<file path="src/rtl/jsu_pkg.sv">
`default_nettype none
package jsu_pkg;

  typedef enum logic [2:0] {
    MODE_IDLE   = 3'd0,
    MODE_ESC    = 3'd1,
    MODE_HEX    = 3'd2,
    MODE_HI     = 3'd3,
    MODE_HI_ESC = 3'd4,
    MODE_HI_HEX = 3'd5
  } mode_t;

  typedef enum logic [2:0] {
    KIND_DATA   = 3'd0,
    KIND_DONE   = 3'd1,
    KIND_BADESC = 3'd2,
    KIND_BADU   = 3'd3,
    KIND_UNTERM = 3'd4
  } kind_t;

  localparam logic [7:0] CH_QUOTE  = 8'h22;
  localparam logic [7:0] CH_BSLASH = 8'h5C;
  localparam logic [7:0] CH_SLASH  = 8'h2F;
  localparam logic [7:0] CH_U      = 8'h75;
  localparam logic [7:0] CH_B      = 8'h62;
  localparam logic [7:0] CH_F      = 8'h66;
  localparam logic [7:0] CH_N      = 8'h6E;
  localparam logic [7:0] CH_R      = 8'h72;
  localparam logic [7:0] CH_T      = 8'h74;

  localparam logic [15:0] HI_SURR_MIN = 16'hD800;
  localparam logic [15:0] HI_SURR_MAX = 16'hDBFF;
  localparam logic [15:0] LO_SURR_MIN = 16'hDC00;
  localparam logic [15:0] LO_SURR_MAX = 16'hDFFF;
  localparam logic [20:0] SUPP_BASE   = 21'h10000;

  localparam int NUM_SLOTS = 8;
  localparam int TAIL_SLOT = 7;

  // One input's worth of work: an optional held surrogate, an optional
  // code point, and an optional trailing byte or status.
  typedef struct packed {
    logic        held_en;
    logic [15:0] held;
    logic        cp_en;
    logic [20:0] cp;
    logic        tail_en;
    logic [7:0]  tail_byte;
    kind_t       tail_kind;
  } job_t;

  typedef struct packed {
    logic [7:0] data;
    kind_t      kind;
    logic       last;
  } result_t;

  function automatic logic [3:0][7:0] utf8_bytes(input logic [20:0] cp);
    logic [3:0][7:0] b;
    b = '0;
    if (cp <= 21'h7F) begin
      b[0] = cp[7:0];
    end else if (cp <= 21'h7FF) begin
      b[0] = {3'b110, cp[10:6]};
      b[1] = {2'b10, cp[5:0]};
    end else if (cp <= 21'hFFFF) begin
      b[0] = {4'b1110, cp[15:12]};
      b[1] = {2'b10, cp[11:6]};
      b[2] = {2'b10, cp[5:0]};
    end else begin
      b[0] = {5'b11110, cp[20:18]};
      b[1] = {2'b10, cp[17:12]};
      b[2] = {2'b10, cp[11:6]};
      b[3] = {2'b10, cp[5:0]};
    end
    return b;
  endfunction

  function automatic logic [3:0] utf8_mask(input logic [20:0] cp);
    logic [3:0] m;
    if (cp <= 21'h7F) begin
      m = 4'b0001;
    end else if (cp <= 21'h7FF) begin
      m = 4'b0011;
    end else if (cp <= 21'hFFFF) begin
      m = 4'b0111;
    end else begin
      m = 4'b1111;
    end
    return m;
  endfunction

endpackage
`default_nettype wire

</file>
<file path="src/rtl/jsu_fifo.sv">
`default_nettype none
module jsu_fifo #(
  parameter int WIDTH = 8,
  parameter int DEPTH = 4
) (
  input  wire logic             clk,
  input  wire logic             rst_n,
  input  wire logic             wr_en,
  input  wire logic [WIDTH-1:0] wr_data,
  output logic                  full,
  input  wire logic             rd_en,
  output logic      [WIDTH-1:0] rd_data,
  output logic                  empty
);
  localparam int AW = (DEPTH > 1) ? $clog2(DEPTH) : 1;
  localparam int CW = $clog2(DEPTH + 1);

  logic [WIDTH-1:0] mem_r [DEPTH];
  logic [AW-1:0]    wr_ptr_r, wr_ptr_nxt, rd_ptr_r, rd_ptr_nxt;
  logic [CW-1:0]    count_r, count_nxt;
  logic             do_wr, do_rd;

  assign full    = (count_r == CW'(DEPTH));
  assign empty   = (count_r == '0);
  assign do_wr   = wr_en & ~full;
  assign do_rd   = rd_en & ~empty;
  assign rd_data = mem_r[rd_ptr_r];

  always_comb begin
    wr_ptr_nxt = wr_ptr_r;
    rd_ptr_nxt = rd_ptr_r;
    count_nxt  = count_r;
    if (do_wr) begin
      wr_ptr_nxt = (wr_ptr_r == AW'(DEPTH - 1)) ? '0 : wr_ptr_r + 1'b1;
    end
    if (do_rd) begin
      rd_ptr_nxt = (rd_ptr_r == AW'(DEPTH - 1)) ? '0 : rd_ptr_r + 1'b1;
    end
    if (do_wr & ~do_rd) begin
      count_nxt = count_r + 1'b1;
    end else if (do_rd & ~do_wr) begin
      count_nxt = count_r - 1'b1;
    end
  end

  always_ff @(posedge clk) begin
    if (!rst_n) begin
      wr_ptr_r <= '0;
      rd_ptr_r <= '0;
      count_r  <= '0;
    end else begin
      wr_ptr_r <= wr_ptr_nxt;
      rd_ptr_r <= rd_ptr_nxt;
      count_r  <= count_nxt;
    end
  end

  always_ff @(posedge clk) begin
    if (do_wr) begin
      mem_r[wr_ptr_r] <= wr_data;
    end
  end
endmodule
`default_nettype wire

</file>
<file path="src/rtl/jsu_front.sv">
`default_nettype none
module jsu_front (
  input  wire logic         clk,
  input  wire logic         rst_n,
  input  wire logic         accept,
  input  wire logic [7:0]   in_byte,
  input  wire logic         in_source_end,
  output logic              job_push,
  output jsu_pkg::job_t     job
);
  import jsu_pkg::*;

  mode_t       mode_r, mode_nxt;
  logic [1:0]  cnt_r, cnt_nxt;
  logic [15:0] acc_r, acc_nxt;
  logic [15:0] held_r, held_nxt;

  logic        hex_ok;
  logic [3:0]  hex_d;
  logic [15:0] acc_sh;
  logic        hex_done, is_hi, is_lo, pair;
  logic        esc_ok;
  logic [7:0]  esc_byte;
  logic [7:0]  norm_byte, sesc_byte;
  kind_t       norm_kind, sesc_kind;

  always_comb begin
    hex_ok = 1'b1;
    hex_d  = '0;
    case (in_byte) inside
      [8'h30:8'h39]: hex_d = in_byte[3:0];
      [8'h61:8'h66], [8'h41:8'h46]: hex_d = in_byte[3:0] + 4'd9;
      default: hex_ok = 1'b0;
    endcase
  end

  assign acc_sh   = {acc_r[11:0], hex_d};
  assign hex_done = hex_ok & (cnt_r == 2'd3);
  assign is_hi    = (acc_sh >= HI_SURR_MIN) && (acc_sh <= HI_SURR_MAX);
  assign is_lo    = (acc_sh >= LO_SURR_MIN) && (acc_sh <= LO_SURR_MAX);
  assign pair     = (mode_r == MODE_HI_HEX) & is_lo;

  always_comb begin
    esc_ok   = 1'b1;
    esc_byte = in_byte;
    case (in_byte)
      CH_QUOTE, CH_BSLASH, CH_SLASH: esc_byte = in_byte;
      CH_B: esc_byte = 8'h08;
      CH_F: esc_byte = 8'h0C;
      CH_N: esc_byte = 8'h0A;
      CH_R: esc_byte = 8'h0D;
      CH_T: esc_byte = 8'h09;
      default: esc_ok = 1'b0;
    endcase
  end

  assign norm_kind = (in_byte == CH_QUOTE) ? KIND_DONE : KIND_DATA;
  assign norm_byte = (in_byte == CH_QUOTE) ? 8'h00 : in_byte;
  assign sesc_kind = esc_ok ? KIND_DATA : KIND_BADESC;
  assign sesc_byte = esc_ok ? esc_byte : 8'h00;

  always_comb begin
    mode_nxt = mode_r;
    cnt_nxt  = cnt_r;
    acc_nxt  = acc_r;
    held_nxt = held_r;
    if (accept) begin
      if (in_source_end) begin
        mode_nxt = MODE_IDLE;
        cnt_nxt  = '0;
      end else begin
        case (mode_r)
          MODE_ESC, MODE_HI_ESC: begin
            if (in_byte == CH_U) begin
              mode_nxt = (mode_r == MODE_ESC) ? MODE_HEX : MODE_HI_HEX;
              cnt_nxt  = '0;
              acc_nxt  = '0;
            end else begin
              mode_nxt = MODE_IDLE;
            end
          end
          MODE_HEX, MODE_HI_HEX: begin
            if (!hex_ok) begin
              mode_nxt = MODE_IDLE;
              cnt_nxt  = '0;
            end else begin
              acc_nxt = acc_sh;
              if (hex_done) begin
                cnt_nxt = '0;
                if (!pair && is_hi) begin
                  held_nxt = acc_sh;
                  mode_nxt = MODE_HI;
                end else begin
                  mode_nxt = MODE_IDLE;
                end
              end else begin
                cnt_nxt = cnt_r + 2'd1;
              end
            end
          end
          MODE_HI: begin
            mode_nxt = (in_byte == CH_BSLASH) ? MODE_HI_ESC : MODE_IDLE;
          end
          default: begin
            mode_nxt = (in_byte == CH_BSLASH) ? MODE_ESC : MODE_IDLE;
          end
        endcase
      end
    end
  end

  always_comb begin
    job      = '0;
    job.held = held_r;
    if (accept) begin
      if (in_source_end) begin
        job.held_en   = (mode_r == MODE_HI) || (mode_r == MODE_HI_ESC) ||
                        (mode_r == MODE_HI_HEX);
        job.tail_en   = 1'b1;
        job.tail_kind = ((mode_r == MODE_HEX) || (mode_r == MODE_HI_HEX)) ?
                        KIND_BADU : KIND_UNTERM;
      end else begin
        case (mode_r)
          MODE_ESC, MODE_HI_ESC: begin
            if (in_byte != CH_U) begin
              job.held_en   = (mode_r == MODE_HI_ESC);
              job.tail_en   = 1'b1;
              job.tail_kind = sesc_kind;
              job.tail_byte = sesc_byte;
            end
          end
          MODE_HEX, MODE_HI_HEX: begin
            if (!hex_ok) begin
              job.held_en   = (mode_r == MODE_HI_HEX);
              job.tail_en   = 1'b1;
              job.tail_kind = KIND_BADU;
            end else if (hex_done) begin
              if (pair) begin
                job.cp_en = 1'b1;
                job.cp    = SUPP_BASE + {1'b0, held_r[9:0], acc_sh[9:0]};
              end else begin
                job.held_en = (mode_r == MODE_HI_HEX);
                job.cp_en   = ~is_hi;
                job.cp      = {5'b0, acc_sh};
              end
            end
          end
          MODE_HI: begin
            if (in_byte != CH_BSLASH) begin
              job.held_en   = 1'b1;
              job.tail_en   = 1'b1;
              job.tail_kind = norm_kind;
              job.tail_byte = norm_byte;
            end
          end
          default: begin
            if (in_byte != CH_BSLASH) begin
              job.tail_en   = 1'b1;
              job.tail_kind = norm_kind;
              job.tail_byte = norm_byte;
            end
          end
        endcase
      end
    end
  end

  assign job_push = job.held_en | job.cp_en | job.tail_en;

  always_ff @(posedge clk) begin
    if (!rst_n) begin
      mode_r <= MODE_IDLE;
      cnt_r  <= '0;
      acc_r  <= '0;
      held_r <= '0;
    end else begin
      mode_r <= mode_nxt;
      cnt_r  <= cnt_nxt;
      acc_r  <= acc_nxt;
      held_r <= held_nxt;
    end
  end
endmodule
`default_nettype wire

</file>
<file path="src/rtl/jsu_back.sv">
`default_nettype none
module jsu_back (
  input  wire logic            clk,
  input  wire logic            rst_n,
  input  wire jsu_pkg::job_t   job_head,
  input  wire logic            job_avail,
  output logic                 job_pop,
  output logic                 res_push,
  output jsu_pkg::result_t     res,
  input  wire logic            res_full
);
  import jsu_pkg::*;

  job_t                  job_r, job_nxt;
  logic [NUM_SLOTS-1:0]  mask_r, mask_nxt;
  logic [NUM_SLOTS-1:0]  rem, head_mask;
  logic [3:0][7:0]       held_b, cp_b;
  logic [7:0]            slot_byte [NUM_SLOTS];
  logic [2:0]            sel;
  logic                  emit, last, load;

  assign head_mask = {job_head.tail_en, utf8_mask(job_head.cp) & {4{job_head.cp_en}},
                      {3{job_head.held_en}}};

  assign held_b = utf8_bytes({5'b0, job_r.held});
  assign cp_b   = utf8_bytes(job_r.cp);

  always_comb begin
    for (int i = 0; i < 3; i++) begin
      slot_byte[i] = held_b[i];
    end
    for (int i = 0; i < 4; i++) begin
      slot_byte[i + 3] = cp_b[i];
    end
    slot_byte[TAIL_SLOT] = job_r.tail_byte;
  end

  always_comb begin
    sel = '0;
    for (int i = NUM_SLOTS - 1; i >= 0; i--) begin
      if (mask_r[i]) begin
        sel = 3'(i);
      end
    end
  end

  assign rem  = mask_r & (mask_r - 1'b1);
  assign last = (rem == '0);
  assign emit = (mask_r != '0) & ~res_full;
  assign load = job_avail & ((mask_r == '0) | (emit & last));

  assign job_pop   = load;
  assign res_push  = emit;
  assign res.data  = slot_byte[sel];
  assign res.kind  = (sel == 3'(TAIL_SLOT)) ? job_r.tail_kind : KIND_DATA;
  assign res.last  = last;

  always_comb begin
    job_nxt  = job_r;
    mask_nxt = mask_r;
    if (load) begin
      job_nxt  = job_head;
      mask_nxt = head_mask;
    end else if (emit) begin
      mask_nxt = rem;
    end
  end

  always_ff @(posedge clk) begin
    if (!rst_n) begin
      mask_r <= '0;
    end else begin
      mask_r <= mask_nxt;
    end
  end

  always_ff @(posedge clk) begin
    job_r <= job_nxt;
  end
endmodule
`default_nettype wire

</file>
<file path="src/rtl/json_string_unescape_utf8.sv">
// JSON string body unescaper with UTF-8 output.
// Input channel: a queue write port. Drive in_byte/in_source_end with push;
// an item is taken on a clock edge with push high and full low. Feed the bytes
// that follow the opening quote; in_source_end marks the source as exhausted.
// Result channel: a queue read port. While empty is low, out_byte, out_kind
// and out_last show the oldest result; pop takes it. out_last marks the
// final result caused by one input item; an item may cause none.
// Throughput: one input item per cycle while full is low; results leave at one
// per cycle while the result queue has room, so an item that expands into n
// results (up to 6, for a held surrogate followed by a 3-byte character) is
// absorbed by the job queue (JOB_DEPTH) and the result queue (OUT_DEPTH).
// An accepted item is held in the job queue, the back-end job register and
// then the result queue. When the receiver stalls, the result queue and then
// the job queue fill and full rises; nothing is dropped. Reset (rst_n low,
// synchronous) empties both queues and returns the decoder to its idle state.
`default_nettype none
module json_string_unescape_utf8 #(
  parameter int JOB_DEPTH = 4,
  parameter int OUT_DEPTH = 4
) (
  input  wire logic       clk,
  input  wire logic       rst_n,
  input  wire logic       push,
  output logic            full,
  input  wire logic [7:0] in_byte,
  input  wire logic       in_source_end,
  output logic            empty,
  input  wire logic       pop,
  output logic [7:0]      out_byte,
  output logic [2:0]      out_kind,
  output logic            out_last
);
  import jsu_pkg::*;

  logic    accept, job_push, job_pop, jq_empty, res_push, res_full;
  job_t    job_in, job_head;
  result_t res_in, res_out;

  assign accept = push & ~full;

  jsu_front u_front (
    .clk           (clk),
    .rst_n         (rst_n),
    .accept        (accept),
    .in_byte       (in_byte),
    .in_source_end (in_source_end),
    .job_push      (job_push),
    .job           (job_in)
  );

  jsu_fifo #(
    .WIDTH ($bits(job_t)),
    .DEPTH (JOB_DEPTH)
  ) u_job_q (
    .clk     (clk),
    .rst_n   (rst_n),
    .wr_en   (job_push),
    .wr_data (job_in),
    .full    (full),
    .rd_en   (job_pop),
    .rd_data (job_head),
    .empty   (jq_empty)
  );

  jsu_back u_back (
    .clk       (clk),
    .rst_n     (rst_n),
    .job_head  (job_head),
    .job_avail (~jq_empty),
    .job_pop   (job_pop),
    .res_push  (res_push),
    .res       (res_in),
    .res_full  (res_full)
  );

  jsu_fifo #(
    .WIDTH ($bits(result_t)),
    .DEPTH (OUT_DEPTH)
  ) u_out_q (
    .clk     (clk),
    .rst_n   (rst_n),
    .wr_en   (res_push),
    .wr_data (res_in),
    .full    (res_full),
    .rd_en   (pop),
    .rd_data (res_out),
    .empty   (empty)
  );

  assign out_byte = res_out.data;
  assign out_kind = res_out.kind;
  assign out_last = res_out.last;
endmodule
`default_nettype wire

</file>
<file path="config.mk">
export PLATFORM = sky130hd
export DESIGN_NAME = json_string_unescape_utf8
export DESIGN_NICKNAME = d
export VERILOG_FILES = /design/src/rtl/jsu_pkg.sv /design/src/rtl/jsu_fifo.sv /design/src/rtl/jsu_front.sv /design/src/rtl/jsu_back.sv /design/src/rtl/json_string_unescape_utf8.sv
export SDC_FILE = /design/constraint.sdc
export NUM_CORES = 1
export LEC_CHECK = 0
export ABC_AREA = 1
export BUFFER_PORTS_ARGS = -buffer_cell sky130_fd_sc_hd__buf_2
export CELL_PAD_IN_SITES_DETAIL_PLACEMENT = 1
export CELL_PAD_IN_SITES_GLOBAL_PLACEMENT = 1
export CORE_MARGIN = 2
export CORE_UTILIZATION = 35
export DETAILED_ROUTE_END_ITERATION = 8
export GPL_TIMING_DRIVEN = 0
export PLACE_DENSITY_LB_ADDON = 0.12
export SETUP_SLACK_MARGIN = 0.1
export SYNTH_ARGS = -nofsm -noshare
export SYNTH_HDL_FRONTEND = slang
export SYNTH_SLANG_ARGS = --single-unit
export TNS_END_PERCENT = 5
</file>
<file path="constraint.sdc">
create_clock -name clk -period 4.5 [get_ports clk]
set_input_delay 0.675 -clock clk [delete_from_list [all_inputs] [get_ports clk]]
set_output_delay 0.675 -clock clk [all_outputs]
set_load 0.005 [all_outputs]
</file>
; ---- Word level (Yosys, flattened, before mapping)
; Memory sizes are Yosys's and may differ from the RTL's. A register that Yosys moved wholly into a read port is not among the register bits.
; Index checks and enable logic that the tools add are counted.
[totals]
input_bits = 13
wordCells = 229
n_memories = 2
register_bits = 103
mem_bits_rw = 252
out_inout_bits = 14
[op_classes]
reduce_logical = 28
n_bitwise = 30
muxes = 95
n_addsub = 12
n_eq_ne = 28
n_lt_le_gt_ge = 19
[memory_table]
columns = name, depth, width, rd, rd_clocked_by_memory_dff, write_ports, line_no
row1 = u_job_q.mem_r, 4, 51, 1, 1, 1, jsu_fifo.sv:18  ; logic [WIDTH-1:0] mem_r [DEPTH];
row2 = u_out_q.mem_r, 4, 12, 1, 1, 1, jsu_fifo.sv:18
[op_table]
columns = cell, n
row1 = $mux W22, 6
row2 = $mux W8, 11
row3 = $mux W3, 21
row4 = $eq A8 B7 Y1 const B, 7
row5 = $mux W12, 4
row6 = $mux W16, 3
row7 = $le A21 B11 Y1 const B, 2
row8 = $le A21 B16 Y1 const B, 2
row9 = $le A21 B7 Y1 const B, 2
row10 = $pmux W8 S5, 1
row11 = $mux W34, 1
row12 = $ge A16 B16 Y1 const B, 2
row13 = $le A16 B16 Y1 const B, 2
row14 = $mux W2, 15
row15 = $bmux W8 S3, 1
row16 = $mux W24, 1
row17 = $pmux W12 S2, 1
row18 = $add A17 B20 Y21 const A, 1
row19 = $mux W4, 5
row20 = $mux W1, 18
row21 = $eq A8 B6 Y1 const B, 2
row22 = $ge A8 B7 Y1 const B, 2
row23 = $le A16 B11 Y1 const B, 1
row24 = $le A16 B7 Y1 const B, 1
row25 = other kinds (44), 100

; ---- Depth between registers and ports, before layout
; Gate-level depths: netlist (run 1).
[logic_depth]
word_depth = 21
depth_mapped = 20
ltp_nobuf = 20

; ---- By module
; Synthesis (run 1) repeated with hierarchy kept, for this count alone.
[unflattened]
hier_cells = 1544
hier_area_um2 = 15909.0
[by_module_without_submodules]
columns = mod, cells_each, area_each_um2, n_inst, seq_area_each_um2
row1 = jsu_fifo at u_job_q, 565, 8090.3, 1, 6306.0
row2 = jsu_back, 411, 3191.8, 1, 1601.5
row3 = jsu_front, 377, 2331.0, 1, 660.6
row4 = jsu_fifo at u_out_q, 188, 2282.2, 1, 1621.6
row5 = json_string_unescape_utf8, 3, 13.8, 1, 0.0

; ---- Worst setup path before layout (run 1)
; OpenSTA, ideal clock, no wires.
[synth_path]
kind = input to register
from = in in_byte[0]
to = mem u_job_q.mem_r[0][0] (netlist bit), enable pin
path_buffers = 0
slack_ns = 0.091
required_time_ns = 4.040
t_arrival_ns = 3.949
stages = 14
cell_sequence = inv_1 > ha_1 > inv_1 > nor2_1 > nand2_1 > nand4_2 > nand3_1 > nand3_1 > nand2_1 > nand2_1 > inv_2 > nand2_2 > inv_1 > nor2_1
[synth_via]
elab_chain_cells = 19
word_cells_on_any_way = 50
[synth_rtl]
columns = element, line_no
row1 = start: declaration, json_string_unescape_utf8.sv:25  ; input wire logic [7:0] in_byte,
row2 = $ge A8 B7 Y1 (no line) / $le A8 B7 Y1 (equally long branches), --
row3 = $logic_and A1 B1 Y1 (no line), --
row4 = $reduce_or A2 Y1, jsu_front.sv:30  ; case (in_byte) inside
row5 = $mux W4 (2 in series), jsu_front.sv:30
row6 = "$ge A16 B16 Y1, or another cell as far along", jsu_front.sv:40  ; assign is_lo = (acc_sh >= LO_SURR_MIN) && (acc_sh <= LO_SURR_MAX);
row7 = $logic_and A1 B1 Y1 (on tied branches), "jsu_front.sv:40, jsu_front.sv:39"
row8 = $and A1 B1 Y1 / $not A1 Y1 (equally long branches), "jsu_front.sv:41, jsu_front.sv:143"
row9 = $mux W1 / $mux W22 (equally long branches), jsu_front.sv:138  ; if (pair) begin
row10 = [... 3 more ...], --
row11 = $mux W1 / $mux W22 (equally long branches), jsu_front.sv:116  ; if (in_source_end) begin
row12 = $mux W1 / $mux W34 (equally long branches), jsu_front.sv:115  ; if (accept) begin
row13 = $or A1 B1 Y1, jsu_front.sv:168  ; assign job_push = job.held_en | job.cp_en | job.tail_en;
row14 = $or A1 B1 Y1 (*), jsu_front.sv:168
row15 = $and A1 B1 Y1 (*), jsu_fifo.sv:25  ; assign do_wr = wr_en & ~full;
row16 = net u_job_q.do_wr, jsu_fifo.sv:21  ; logic do_wr, do_rd;
row17 = $mux W1 (*), jsu_fifo.sv:59  ; if (do_wr) begin
row18 = $mux W1 (implied by the code) (*), jsu_fifo.sv:60  ; mem_r[wr_ptr_r] <= wr_data;
row19 = end: declaration, jsu_fifo.sv:18
; Mark *: on every way through the listed nets, which the timed path passes. The rest lies on a longest branch.

; ---- Worst setup path in the final report (run 1)
[layout_path]
from = reg u_job_q.count_r[1]
to = mem u_job_q.mem_r[1][5] (netlist bit), enable pin
[layout_via]
elab_chain_cells = 9
word_cells_on_any_way = 10
[layout_rtl]
columns = element, line_no
row1 = start: declaration, jsu_fifo.sv:20  ; logic [CW-1:0] count_r, count_nxt;
row2 = start signal: assignment, jsu_fifo.sv:54  ; count_r <= count_nxt;
row3 = $eq A3 B3 Y1 (*), jsu_fifo.sv:23  ; assign full = (count_r == CW'(DEPTH));
row4 = $not A1 Y1 (*), "jsu_fifo.sv:25, json_string_unescape_utf8.sv:39"
row5 = $and A1 B1 Y1, json_string_unescape_utf8.sv:39  ; assign accept = push & ~full;
row6 = $mux W1 / $mux W34 (equally long branches), jsu_front.sv:115
row7 = $or A1 B1 Y1 (2 in series), jsu_front.sv:168
row8 = $and A1 B1 Y1 (*), jsu_fifo.sv:25
row9 = net u_job_q.do_wr, jsu_fifo.sv:21
row10 = $mux W1 (*), jsu_fifo.sv:59
row11 = $mux W1 (implied by the code) (*), jsu_fifo.sv:60
; Marked as above.

==> out/qor.json, run 1 <==
{
  "outcome": "complete, no violations",
  "fin_skew_ps": 16.1,
  "critical_path_peak_fanout": 27,
  "hold_path_startpoint": "rst_n",
  "stdcell_count": 2191,
  "comb_power_frac": 0.320,
  "register_to_register_setup_slack_ps": 1060,
  "worst_setup_path_start_kind": "flop",
  "synth_cells": 1497,
  "number_of_antenna_diodes": 0,
  "clock_insertion_delay_worst_skew_ps": 560,
  "crit_path_dat_ps": 3670,
  "clock_power_share": 0.264,
  "via_count": 11100,
  "min_period_ps": 3440,
  "r2r-end": "u_job_q.mem_r[1][5]",
  "wl_per_cell_microns": 20.7,
  "clkSlewWorstSetupHoldPaths_ps": 60,
  "rsz0062_at_grt": "no",
  "grt_use_total": 0.198,
  "synth_area_leaders": "sky130_fd_sc_hd__edfxtp_1 (57%), sky130_fd_sc_hd__dfxtp_1 (7.5%), sky130_fd_sc_hd__o21ai_0 (5.3%)",
  "finalWorstSetupSlack_ps": 1060,
  "yosys_top_cell_area_share": 0.575,
  "setup_viol": 0,
  "antenna_violations_before_repair": 0,
  "gp_congestion": 0.830,
  "cts_tree": "yes",
  "post_cts_setup_inserts": 0,
  "postCtsResizedCells": 0,
  "die_height_microns": 216,
  "smallest_hold_slack_ps": 422,
  "synth-seq-cells": 359,
  "yosys_most_used_dff": "sky130_fd_sc_hd__edfxtp_1",
  "netSwitchingPower_mw": 4.52,
  "nNetsFinal": 1601,
  "syn2layout_area_growth_pct": 14.8,
  "endpoints_failing_hold": 0,
  "share_of_cells_above_drive_strength_1": 0.105,
  "crit-reg2reg-launch": "u_job_q.count_r[1]",
  "die_area_sq_um": 46500,
  "route.detailed.drc": 0,
  "synth.cell_area_sq_um": 15700,
  "timing.max_slew.rel_slack": 0.127,
  "grt-ovfl-total": 0,
  "number_of_synthesized_flops_with_an_enable_pin": 300,
  "fillers": 4877,
  "drt-initial-drc-count": 707,
  "critical_path.endpoint_type": "flop",
  "holdCritPathClass": "in -> reg",
  "tot_pwr_mw": 12.2,
  "cts_max_path_buffers": 3,
  "chipWidth_microns": 216,
  "grt_max_degree": 52,
  "worst_ep_required_time_ps": 4740,
  "post-dp-hpwl_mm": 32.3,
  "cell_rows": 77,
  "async_flop_share": 0,
  "post-place-ws_ps": 442,
  "timing.reg2reg.worst_path_depth": 13,
  "worst_ir_drop_vdd_mv": 0.349,
  "holdPathEnd": "u_out_q.wr_ptr_r[1]",
  "first_pass_grt_wire_length_mm": 70.2,
  "criticalPathCategory": "reg -> reg",
  "post_synth_num_cell_types": 50,
  "detail_route_antenna_nets": 0,
  "power_leakage_nw": 6.66,
  "route.final.wire_length_mm": 45.4,
  "cts_htree_levels": 2,
  "initial_cell_density_of_the_core": 0.355,
  "via_count_of_the_first_global_routing_pass": 11500,
  "drt_first_pass_iters": 5,
  "syn-num-nets": 1530,
  "yosys_warnings": 0,
  "holdPathStages": 3,
  "internal_power_mw": 7.68,
  "cts.sinks": 359,
  "vias_per_cell": 5.09,
  "number_of_placed_i_o_pins": 27,
  "post-route-period-util": 0.763,
  "sw_frac_of_total": 0.370,
  "mean_instance_size_in_the_synthesized_netlist_sq_um": 10.5,
  "seq_power_share": 0.415,
  "max_freq_mhz": 291,
  "cts.hold.buffers_added": 0,
  "number_of_buffers_inserted_during_clock_tree_synthesis": 39,
  "timing_max_transition_violations_final": 0,
  "timing.max_cap.violations": 0,
  "placed_cells": 2119,
  "cts_root_buf": "sky130_fd_sc_hd__clkbuf_16",
  "worst_tran_pin_value_ps": 1310,
  "ys_seq_area_frac": 0.650,
  "core_area_sq_um": 44200,
  "port_buffers": 23,
  "power_density_nw_per_um2": 678,
  "yosys.area.top_type": "sky130_fd_sc_hd__edfxtp_1"
}
[metal layers]
| layer | vias to the layer above | part of all wire | track usage |
|---|---|---|---|
| li1 | 5363 | - | - |
| met1 | 5562 | 0.49 | 0.281 |
| met2 | 166 | 0.46 | 0.317 |
| met4 | 0 | 0.023 | 0.0543 |
| met3 | 52 | 0.032 | 0.0289 |
| met5 | - | 0 | 0 |
[power by group through the flow]
stage | Clock (mW) | Combinational [mW] | Sequential (mW)
floorplan | 0 | 2.48 | 4.97
global placement | 0 | 3.85 | 5.16
detailed placement | 0 | 3.98 | 5.14
CTS | 3.30 | 3.99 | 5.07
global route | 3.43 | 4.41 | 5.14
finish | 3.23 | 3.91 | 5.07
[cell type report]
cell class	count	area [sq um]	share of cell area
Multi-Input combinational cell	936	4690	0.260
Inverter	141	532	0.0295
Buffer	61	299	0.0166
Clock inverter	15	195	0.0108
Timing Repair Buffer	30	270	0.0150
Clock buffer	57	1080	0.0603
Tap cell	592	741	0.0412
Sequential cell	359	10200	0.566
[synthesized netlist by cell type (7+ instances only)]
cell type,instances
sky130_fd_sc_hd__nand2_2,10
sky130_fd_sc_hd__buf_2,17
sky130_fd_sc_hd__nand2_4,7
sky130_fd_sc_hd__nor3_1,14
sky130_fd_sc_hd__ha_1,18
sky130_fd_sc_hd__nand4_1,7
sky130_fd_sc_hd__inv_2,13
sky130_fd_sc_hd__nor2_1,207
sky130_fd_sc_hd__o21ai_0,167
sky130_fd_sc_hd__a21oi_1,64
sky130_fd_sc_hd__o22ai_1,52
sky130_fd_sc_hd__o211ai_1,17
sky130_fd_sc_hd__edfxtp_1,300
sky130_fd_sc_hd__nand3_1,104
sky130_fd_sc_hd__dfxtp_1,59
sky130_fd_sc_hd__nand2_1,221
sky130_fd_sc_hd__inv_1,124
sky130_fd_sc_hd__clkbuf_1,35
[cells by family after synthesis]
logic type | Yosys count | synth area share
simple gates | 590 | 0.163
flops | 359 | 0.650
compound gates | 321 | 0.114
buf+inv | 202 | 0.0530
fa+ha+maj | 20 | 0.0169
xor+xnor | 4 | 0.00223
mux | 1 | 0.000638
[sequential cells by signal, indices dropped and copies added, names as in the netlist, 8 cells and up, named ones only]
register / cells
u_job_q.mem_r: 204
u_back.job_r: 48
u_out_q.mem_r: 48
u_front.held_r: 16
u_front.acc_r: 12
u_back.mask_r: 8
[layout by cell type, fill, tap and decap left out, drive strengths merged, types with 13 or more instances in the layout]
cell type    n
a21oi       66
buf         56
clkbuf      92
clkinv      13
dfxtp       59
edfxtp     300
ha          18
inv        139
nand2      238
nand3      108
nor2       214
nor3        15
o211ai      17
o21ai      169
o22ai       52
[through the flow]
stage | TNS (ps) | utilization | instance area (sq um)
6_report | 0 | 0.407 | 18000
5_1_grt | 0 | 0.407 | 18000
4_1_cts | 0 | 0.407 | 18000
3_5_place_dp | 0 | 0.378 | 16700
3_3_place_gp | -540370 | 0.374 | 16500
2_1_floorplan | 0 | - | 15700
[worst max-delay path: stages, from the launching register on]
cell and delay (ps):
sky130_fd_sc_hd__dfxtp_1 370, sky130_fd_sc_hd__inv_2 70, sky130_fd_sc_hd__nand2_2 80, sky130_fd_sc_hd__o21ai_2 150, sky130_fd_sc_hd__clkinv_2 170, sky130_fd_sc_hd__nand2_4 100
sky130_fd_sc_hd__nor2_1 260, sky130_fd_sc_hd__nand4_1 310, sky130_fd_sc_hd__nand2_1 180, sky130_fd_sc_hd__inv_2 60, sky130_fd_sc_hd__nand2_2 90, sky130_fd_sc_hd__inv_1 180
sky130_fd_sc_hd__nor2_4 760, sky130_fd_sc_hd__buf_12 300
[how the worst max path moves through the flow]
stage	from	to	slack, ps
2_1_floorplan	in_byte[0]	u_job_q.mem_r[0][0]	90
3_3_place_gp	in_byte[0]	u_job_q.mem_r[3][10]	-2750
3_5_place_dp	in_byte[0]	u_job_q.mem_r[1][10]	440
4_1_cts	u_job_q.count_r[1]	u_job_q.mem_r[1][34]	960
5_1_grt	u_job_q.count_r[1]	u_job_q.mem_r[1][4]	740
6_report	u_job_q.count_r[1]	u_job_q.mem_r[1][5]	1060
Note: power is estimated with default switching activity, not from simulation.
==> run 2: changes to the inputs <==
ABC_AREA = 0   (was 1)
clock period = 2.9 ns   (was 4.5 ns; I/O delays follow)
==> run 2 against run 1 <==
Synthesized cell count shrank 30%. Total power up 56%. Sequential power is 57% higher. Area after synthesis fell by 1.7%. Count of clock-buffer cells in the layout up 7. Via count decreased by 18%. Largest cell class unchanged.
==> out/qor.json, run 2 <==
{
  "outcome": "complete, no violations",
  "route.detailed.drc": 0,
  "number_of_flip_flops_under_the_largest_register_name": 204,
  "via_count": 9146,
  "route.final.wire_length_mm": 38.7,
  "number_of_synthesized_flops_with_an_enable_pin": 300,
  "finalWorstSetupSlack_ps": 99.5,
  "syn-num-nets": 1079,
  "worst_ir_drop_vdd_mv": 0.468,
  "tot_pwr_mw": 19.1,
  "registers_with_the_most_flip_flops": "u_job_q.mem_r: 204 flops, u_back.job_r: 48 flops, u_out_q.mem_r: 48 flops",
  "critical_path_buf_inv_count": 1,
  "nNetsFinal": 1161,
  "critical_path_peak_fanout": 7,
  "post-route-period-util": 0.966,
  "crit_family": "compound AO/OA/AOI/OAI gates",
  "timing.max_slew.rel_slack": 0.377,
  "clock_insertion_delay_worst_skew_ps": 560,
  "main_combinational_cell_family_by_area_after_synthesis": "simple AND/OR/NAND/NOR gates",
  "holdCritPathClass": "in -> reg",
  "synth_area_in_adders": 0.0179,
  "chipWidth_microns": 214,
  "post_synth_num_cell_types": 78,
  "clkSlewWorstSetupHoldPaths_ps": 60,
  "grt-ovfl-total": 0,
  "synth.cell_area_sq_um": 15400,
  "detail_route_antenna_nets": 0,
  "gp_congestion": 0.843,
  "path_depth": 10,
  "power_density_nw_per_um2": 1060,
  "yosys_most_used_dff": "sky130_fd_sc_hd__edfxtp_1",
  "syn2layout_area_growth_pct": 16.7,
  "async_flop_share": 0,
  "timing_max_transition_violations_final": 0,
  "core_area_sq_um": 43300,
  "cp-startpoint": "u_back.mask_r[1]",
  "cts_root_buf": "sky130_fd_sc_hd__clkbuf_16",
  "final_instance_area_sq_um": 18000,
  "timing.critical_path.slowest_stage_cell": "sky130_fd_sc_hd__or4_4",
  "fillers": 4392,
  "drt_first_pass_iters": 5,
  "number_of_placed_i_o_pins": 27,
  "endpoints_failing_hold": 0,
  "initial_cell_density_of_the_core": 0.356,
  "grt_max_degree": 52,
  "die_height_microns": 214,
  "worst_ep_required_time_ps": 3380,
  "power_leakage_nw": 5.99,
  "criticalPathCategory": "reg -> reg",
  "share_of_cells_above_drive_strength_1": 0.224,
  "grt_use_total": 0.175,
  "synth-seq-cells": 359,
  "critical_path.endpoint_type": "flop",
  "first_pass_grt_wire_length_mm": 59.4,
  "mostFrequentLayoutCell": "sky130_fd_sc_hd__edfxtp_1",
  "cts.hold.buffers_added": 0,
  "mean_instance_size_in_the_synthesized_netlist_sq_um": 14.7,
  "synthTopCellsByCount": "sky130_fd_sc_hd__edfxtp_1 (300), sky130_fd_sc_hd__nand2_1 (75), sky130_fd_sc_hd__mux4_2 (63), sky130_fd_sc_hd__dfxtp_1 (59), sky130_fd_sc_hd__nor2_1 (58)",
  "vias_per_cell": 5.24,
  "antenna_violations_before_repair": 3,
  "crit_path_dat_ps": 3280,
  "yosys_top_cell_area_share": 0.585,
  "setup_viol": 0,
  "largest_register_by_flop_count": "u_job_q.mem_r",
  "cts_max_path_buffers": 3,
  "synth_cells": 1046,
  "slowest_delay_ps": 580,
  "worst_setup_path_start_kind": "flop",
  "post-dp-hpwl_mm": 26.4,
  "yosys.area_share.xor_xnor": 0.00625,
  "die_area_sq_um": 45700,
  "max_freq_mhz": 357,
  "compound_gate_fraction_of_synth_area": 0.0935,
  "placed_area_sq_um": 16300,
  "min_period_ps": 2800,
  "port_buffers": 22,
  "register_to_register_setup_slack_ps": 100,
  "ys_seq_area_frac": 0.661,
  "number_of_buffers_inserted_during_clock_tree_synthesis": 40,
  "cts_tree": "yes",
  "worstPathCellList": "or4_4 > a2111oi_1 > o21ai_1 > a21o_2 > ha_4 > inv_1 > fa_2 > xor2_1 > or3_1 > a21boi_1",
  "mostFrequentLayoutCells": "sky130_fd_sc_hd__edfxtp_1 (300), sky130_fd_sc_hd__nand2_1 (74), sky130_fd_sc_hd__mux4_2 (63), sky130_fd_sc_hd__dfxtp_1 (54), sky130_fd_sc_hd__nor2_1 (52)",
  "post-place-ws_ps": -1420,
  "drt-initial-drc-count": 640,
  "cell_rows": 76,
  "cts.sinks": 359,
  "final_core_utilization": 0.416,
  "worst_tran_pin_value_ps": 935,
  "synth_area_leaders": "sky130_fd_sc_hd__edfxtp_1 (58%), sky130_fd_sc_hd__mux4_2 (9.2%), sky130_fd_sc_hd__dfxtp_1 (7.7%)",
  "fin_skew_ps": 14.6,
  "timing.reg2reg.worst_path_depth": 10,
  "yosys.area.top_type": "sky130_fd_sc_hd__edfxtp_1",
  "wl_per_cell_microns": 22.2,
  "rsz0062_at_grt": "yes",
  "via_count_of_the_first_global_routing_pass": 9714,
  "yosys.area_share.simple": 0.102,
  "synthMuxAreaShare": 0.0986,
  "synth_most_common_cell": "sky130_fd_sc_hd__edfxtp_1",
  "crit-reg2reg-launch": "u_back.mask_r[1]",
  "r2r-end": "u_job_q.count_r[2]",
  "timing.max_cap.violations": 0,
  "critPathCapture": "u_job_q.count_r[2]",
  "cts_htree_levels": 2,
  "yosys_warnings": 0
}
-- run 2: cells by family (layout without fill, tap and decap cells) --
kind of cell,Yosys count,in the layout
other,0,1
AOI/OAI and AO/OA,205,205
DFF,359,359
and+or+nand+nor,302,302
muxes,73,73
xor gates and xnor gates,11,11
adders and majority gates,21,21
buffers and inverters,75,189
-- run 2: worst min-delay path, delay by kind of cell --
family,cells,cell delay (ps)
AO/OA/AOI/OAI,1,60
AND/OR/NAND/NOR,1,60
buffers and inverters,1,130
-- run 2: worst min-delay path by stage --
stage / depth (start not counted) / end / from
detailed placement: 2 / u_front.cnt_r[1] / u_front.cnt_r[1]
global placement: 2 / u_front.cnt_r[1] / u_front.cnt_r[1]
CTS: 3 / u_job_q.mem_r[3][10] / in_byte[7]
finish: 3 / u_job_q.mem_r[1][10] / in_byte[7]
global route: 3 / u_job_q.mem_r[3][10] / in_byte[7]
floorplan: 2 / u_front.cnt_r[1] / u_front.cnt_r[1]
-- run 2: area by class of cell --
cell class	count	area [sq um]	share of cell area
inverters	24	100	0.00557
well taps	585	732	0.0407
multi-input cells	612	5170	0.288
plain buffers	50	310	0.0173
flip-flops and latches	359	10200	0.567
repair buffers	41	253	0.0141
diodes	1	2.50	0.000139
clock buffers	64	1150	0.0641
clock inverters	10	58.8	0.00327
-- run 2: metal layers --
layer | track usage | vias up | wire [microns]
met4 | 0.0572 | 0 | 939
met3 | 0.0249 | 61 | 1190
met1 | 0.225 | 4673 | 17000
met5 | 0 | - | 0
li1 | - | 4266 | -
met2 | 0.305 | 146 | 19500
-- run 2: per-stage QoR --
| step | cells | hold WS, ps | setup TNS [ps] |
|---|---|---|---|
| after floorplan | 1046 | 445 | -38250 |
| after global placement | 1653 | 469 | -379160 |
| after detailed placement | 1653 | 471 | -306050 |
| after CTS | 1732 | 284 | -7770 |
| after global routing | 1745 | 322 | -31.2 |
| final | 1746 | 312 | 0 |
-- run 2: power by group --
part | total [mW] | switching [mW] | internal, mW
registers | 7.96 | 0.625 | 7.34
clock network | 4.72 | 1.99 | 2.73
logic | 6.38 | 3.93 | 2.45
-- run 2: what timing repair did --
action / CTS / global route
endpoints found under the setup margin: 371 / 273
gates resized for setup: 49 / 64
buffers inserted: 5 / 14
cloned: 0 / 0
endpoints found under the hold margin: 0 / 0
pin swaps: 5 / 14
==> run 3: changes to the inputs <==
CTS_CLUSTER_SIZE = 25   (was unset)
clock period = 2.6 ns   (was 2.9 ns; I/O delays follow)
==> run 3 against run 2 <==
The flow now finishes with violations (setup timing). Sequential cell count unchanged. Global-route usage is 0.48 points higher. Critical path depth grew 2. Count of clock-buffer cells in the layout rose by 1. Largest power group unchanged. Highest routed layer is now met5.
==> out/qor.json, run 3 (synthesis results as in run 2) <==
{
  "drt-initial-drc-count": 597,
  "holdPathStages": 4,
  "worst_ir_drop_vdd_mv": 0.526,
  "multi_input_area_sq_um": 5430,
  "largest_register_by_flop_count": "u_job_q.mem_r",
  "grt_use_total": 0.180,
  "route.detailed.drc": 0,
  "die_height_microns": 214,
  "criticalPathCategory": "reg -> reg",
  "worst_setup_path_start_kind": "flop",
  "core_area_sq_um": 43300,
  "clkSlewWorstSetupHoldPaths_ps": 60,
  "worst_ep_required_time_ps": 3070,
  "syn2layout_area_growth_pct": 21.2,
  "cts_root_buf": "sky130_fd_sc_hd__clkbuf_16",
  "cts.hold.buffers_added": 0,
  "cell_rows": 76,
  "post-route-period-util": 1.06,
  "stdcell_count": 1782,
  "placed_area_sq_um": 16300,
  "route.final.wire_length_mm": 40.1,
  "final_instance_area_sq_um": 18700,
  "holdCritPathClass": "in -> reg",
  "min_period_ps": 2750,
  "setup_viol": 53,
  "registers_with_the_most_flip_flops": "u_job_q.mem_r: 204 flops, u_back.job_r: 48 flops, u_out_q.mem_r: 48 flops",
  "sequential_cell_area_sq_um": 10200,
  "routed-wl-met2_mm": 20.3,
  "power_density_nw_per_um2": 1200,
  "r2r-end": "u_job_q.count_r[2]",
  "grt_max_degree": 52,
  "die_area_sq_um": 45700,
  "outcome": "finished with violations",
  "number_of_flip_flops_under_the_largest_register_name": 204,
  "number_of_placed_i_o_pins": 27,
  "detail_route_antenna_nets": 0,
  "worst_tran_pin_value_ps": 970,
  "critical_path_peak_fanout": 3,
  "highest-signal-layer": "met5",
  "timing_max_transition_violations_final": 0,
  "crit-reg2reg-launch": "u_front.acc_r[9]",
  "route.met3.wl_mm": 1.35,
  "cts.sinks": 359,
  "nNetsFinal": 1197,
  "met1_length_mm": 17.4,
  "smallest_hold_slack_ps": 300,
  "crit_path_dat_ps": 3220,
  "port_buffers": 22,
  "initial_cell_density_of_the_core": 0.356,
  "antenna_violations_before_repair": 6,
  "placed_cells": 1653,
  "timing.max_slew.rel_slack": 0.353,
  "endpoints_failing_hold": 0,
  "hold_path_startpoint": "pop",
  "rsz0062_at_grt": "yes",
  "wl_per_cell_microns": 22.5,
  "cts_htree_levels": 2,
  "finalWorstSetupSlack_ps": -147,
  "failed_checks": "setup timing",
  "cts_max_path_buffers": 3,
  "fin_skew_ps": 12.7,
  "mostFrequentLayoutCell": "sky130_fd_sc_hd__edfxtp_1",
  "drt_first_pass_iters": 4,
  "cts_tree": "yes",
  "power_leakage_nw": 6.30,
  "register_to_register_setup_slack_ps": -150,
  "via_count": 9370,
  "gp_congestion": 0.843,
  "grt-ovfl-total": 0,
  "timing.reg2reg.worst_path_depth": 12,
  "post-dp-hpwl_mm": 26.4,
  "timing.max_cap.violations": 0,
  "share_of_cells_above_drive_strength_1": 0.278,
  "max_freq_mhz": 364,
  "mostFrequentLayoutCells": "sky130_fd_sc_hd__edfxtp_1 (300), sky130_fd_sc_hd__nand2_1 (69), sky130_fd_sc_hd__mux4_2 (63), sky130_fd_sc_hd__buf_4 (54), sky130_fd_sc_hd__dfxtp_1 (50)",
  "first_pass_grt_wire_length_mm": 61.0,
  "via_count_of_the_first_global_routing_pass": 10000,
  "clock_insertion_delay_worst_skew_ps": 550,
  "number_of_buffers_inserted_during_clock_tree_synthesis": 40,
  "chipWidth_microns": 214,
  "vias_per_cell": 5.26,
  "critical_path.endpoint_type": "flop",
  "fillers": 4350
}
-- run 3: worst max path at each step --
| stage | slack [ps] | endpoint | startpoint | cells after the start |
|---|---|---|---|---|
| after floorplan | -530 | u_job_q.count_r[2] | in_byte[3] | 14 |
| after global placement | -1850 | u_job_q.mem_r[0][48] | in_source_end | 7 |
| after detailed placement | -1680 | u_job_q.count_r[2] | in_byte[0] | 14 |
| after CTS | -120 | u_job_q.count_r[2] | u_front.mode_r[2] | 13 |
| after global routing | -240 | u_job_q.count_r[2] | in_byte[7] | 15 |
| final | -150 | u_job_q.count_r[2] | u_front.acc_r[9] | 12 |
-- run 3: area by class of cell --
| cell class | count | area share |
|---|---|---|
| flip-flops and latches | 359 | 0.546 |
| multi-input cells | 615 | 0.291 |
| clock buffers | 65 | 0.0641 |
| well taps | 585 | 0.0392 |
| repair buffers | 74 | 0.0298 |
| plain buffers | 50 | 0.0200 |
| inverters | 24 | 0.00576 |
| clock inverters | 9 | 0.00422 |
| diodes | 1 | 0.000134 |
-- run 3: timing repair --
| item | 4_1_cts | 5_1_grt |
|---|---|---|
| gates cloned | 3 | 0 |
| endpoints found under the hold margin | 0 | 0 |
| resized for setup | 126 | 73 |
| endpoints found under the setup margin | 507 | 232 |
| pin swaps | 28 | 31 |
| buffers inserted | 39 | 13 |
-- run 3: per-layer routing --
metal,vias to the layer above,global-route usage
met5,-,0
met3,68,0.0291
met1,4804,0.229
li1,4336,-
met2,160,0.316
met4,2,0.0524
-- run 3: power breakdown --
part,switching (mW),total [mW],internal [mW]
clock,2.21,5.46,3.25
combinational,4.73,7.94,3.22
sequential,0.738,8.92,8.18
total,7.68,22.3,14.6
-- run 3: metrics by stage --
stage	utilization	total power [mW]	TNS, ps	worst slack (ps)
global placement	0.376	15.6	-508220	-1850
floorplan	-	13.2	-92140	-530
CTS	0.423	22.1	-5910	-124
finish	0.432	22.3	-3030	-147
detailed placement	0.376	15.7	-434020	-1680
global route	0.432	23.6	-13500	-242
-- run 3: worst max-delay path: stages (launching register included) --
cell	delay (ps)
sky130_fd_sc_hd__dfxtp_1	320
sky130_fd_sc_hd__nand2b_1	180
sky130_fd_sc_hd__nor3_1	380
sky130_fd_sc_hd__o32ai_2	150
sky130_fd_sc_hd__o311ai_4	380
sky130_fd_sc_hd__o211ai_4	140
sky130_fd_sc_hd__buf_12	150
sky130_fd_sc_hd__ha_4	150
sky130_fd_sc_hd__inv_2	50
sky130_fd_sc_hd__fa_2	200
sky130_fd_sc_hd__xor2_2	60
sky130_fd_sc_hd__or3_1	350
sky130_fd_sc_hd__a21boi_1	150
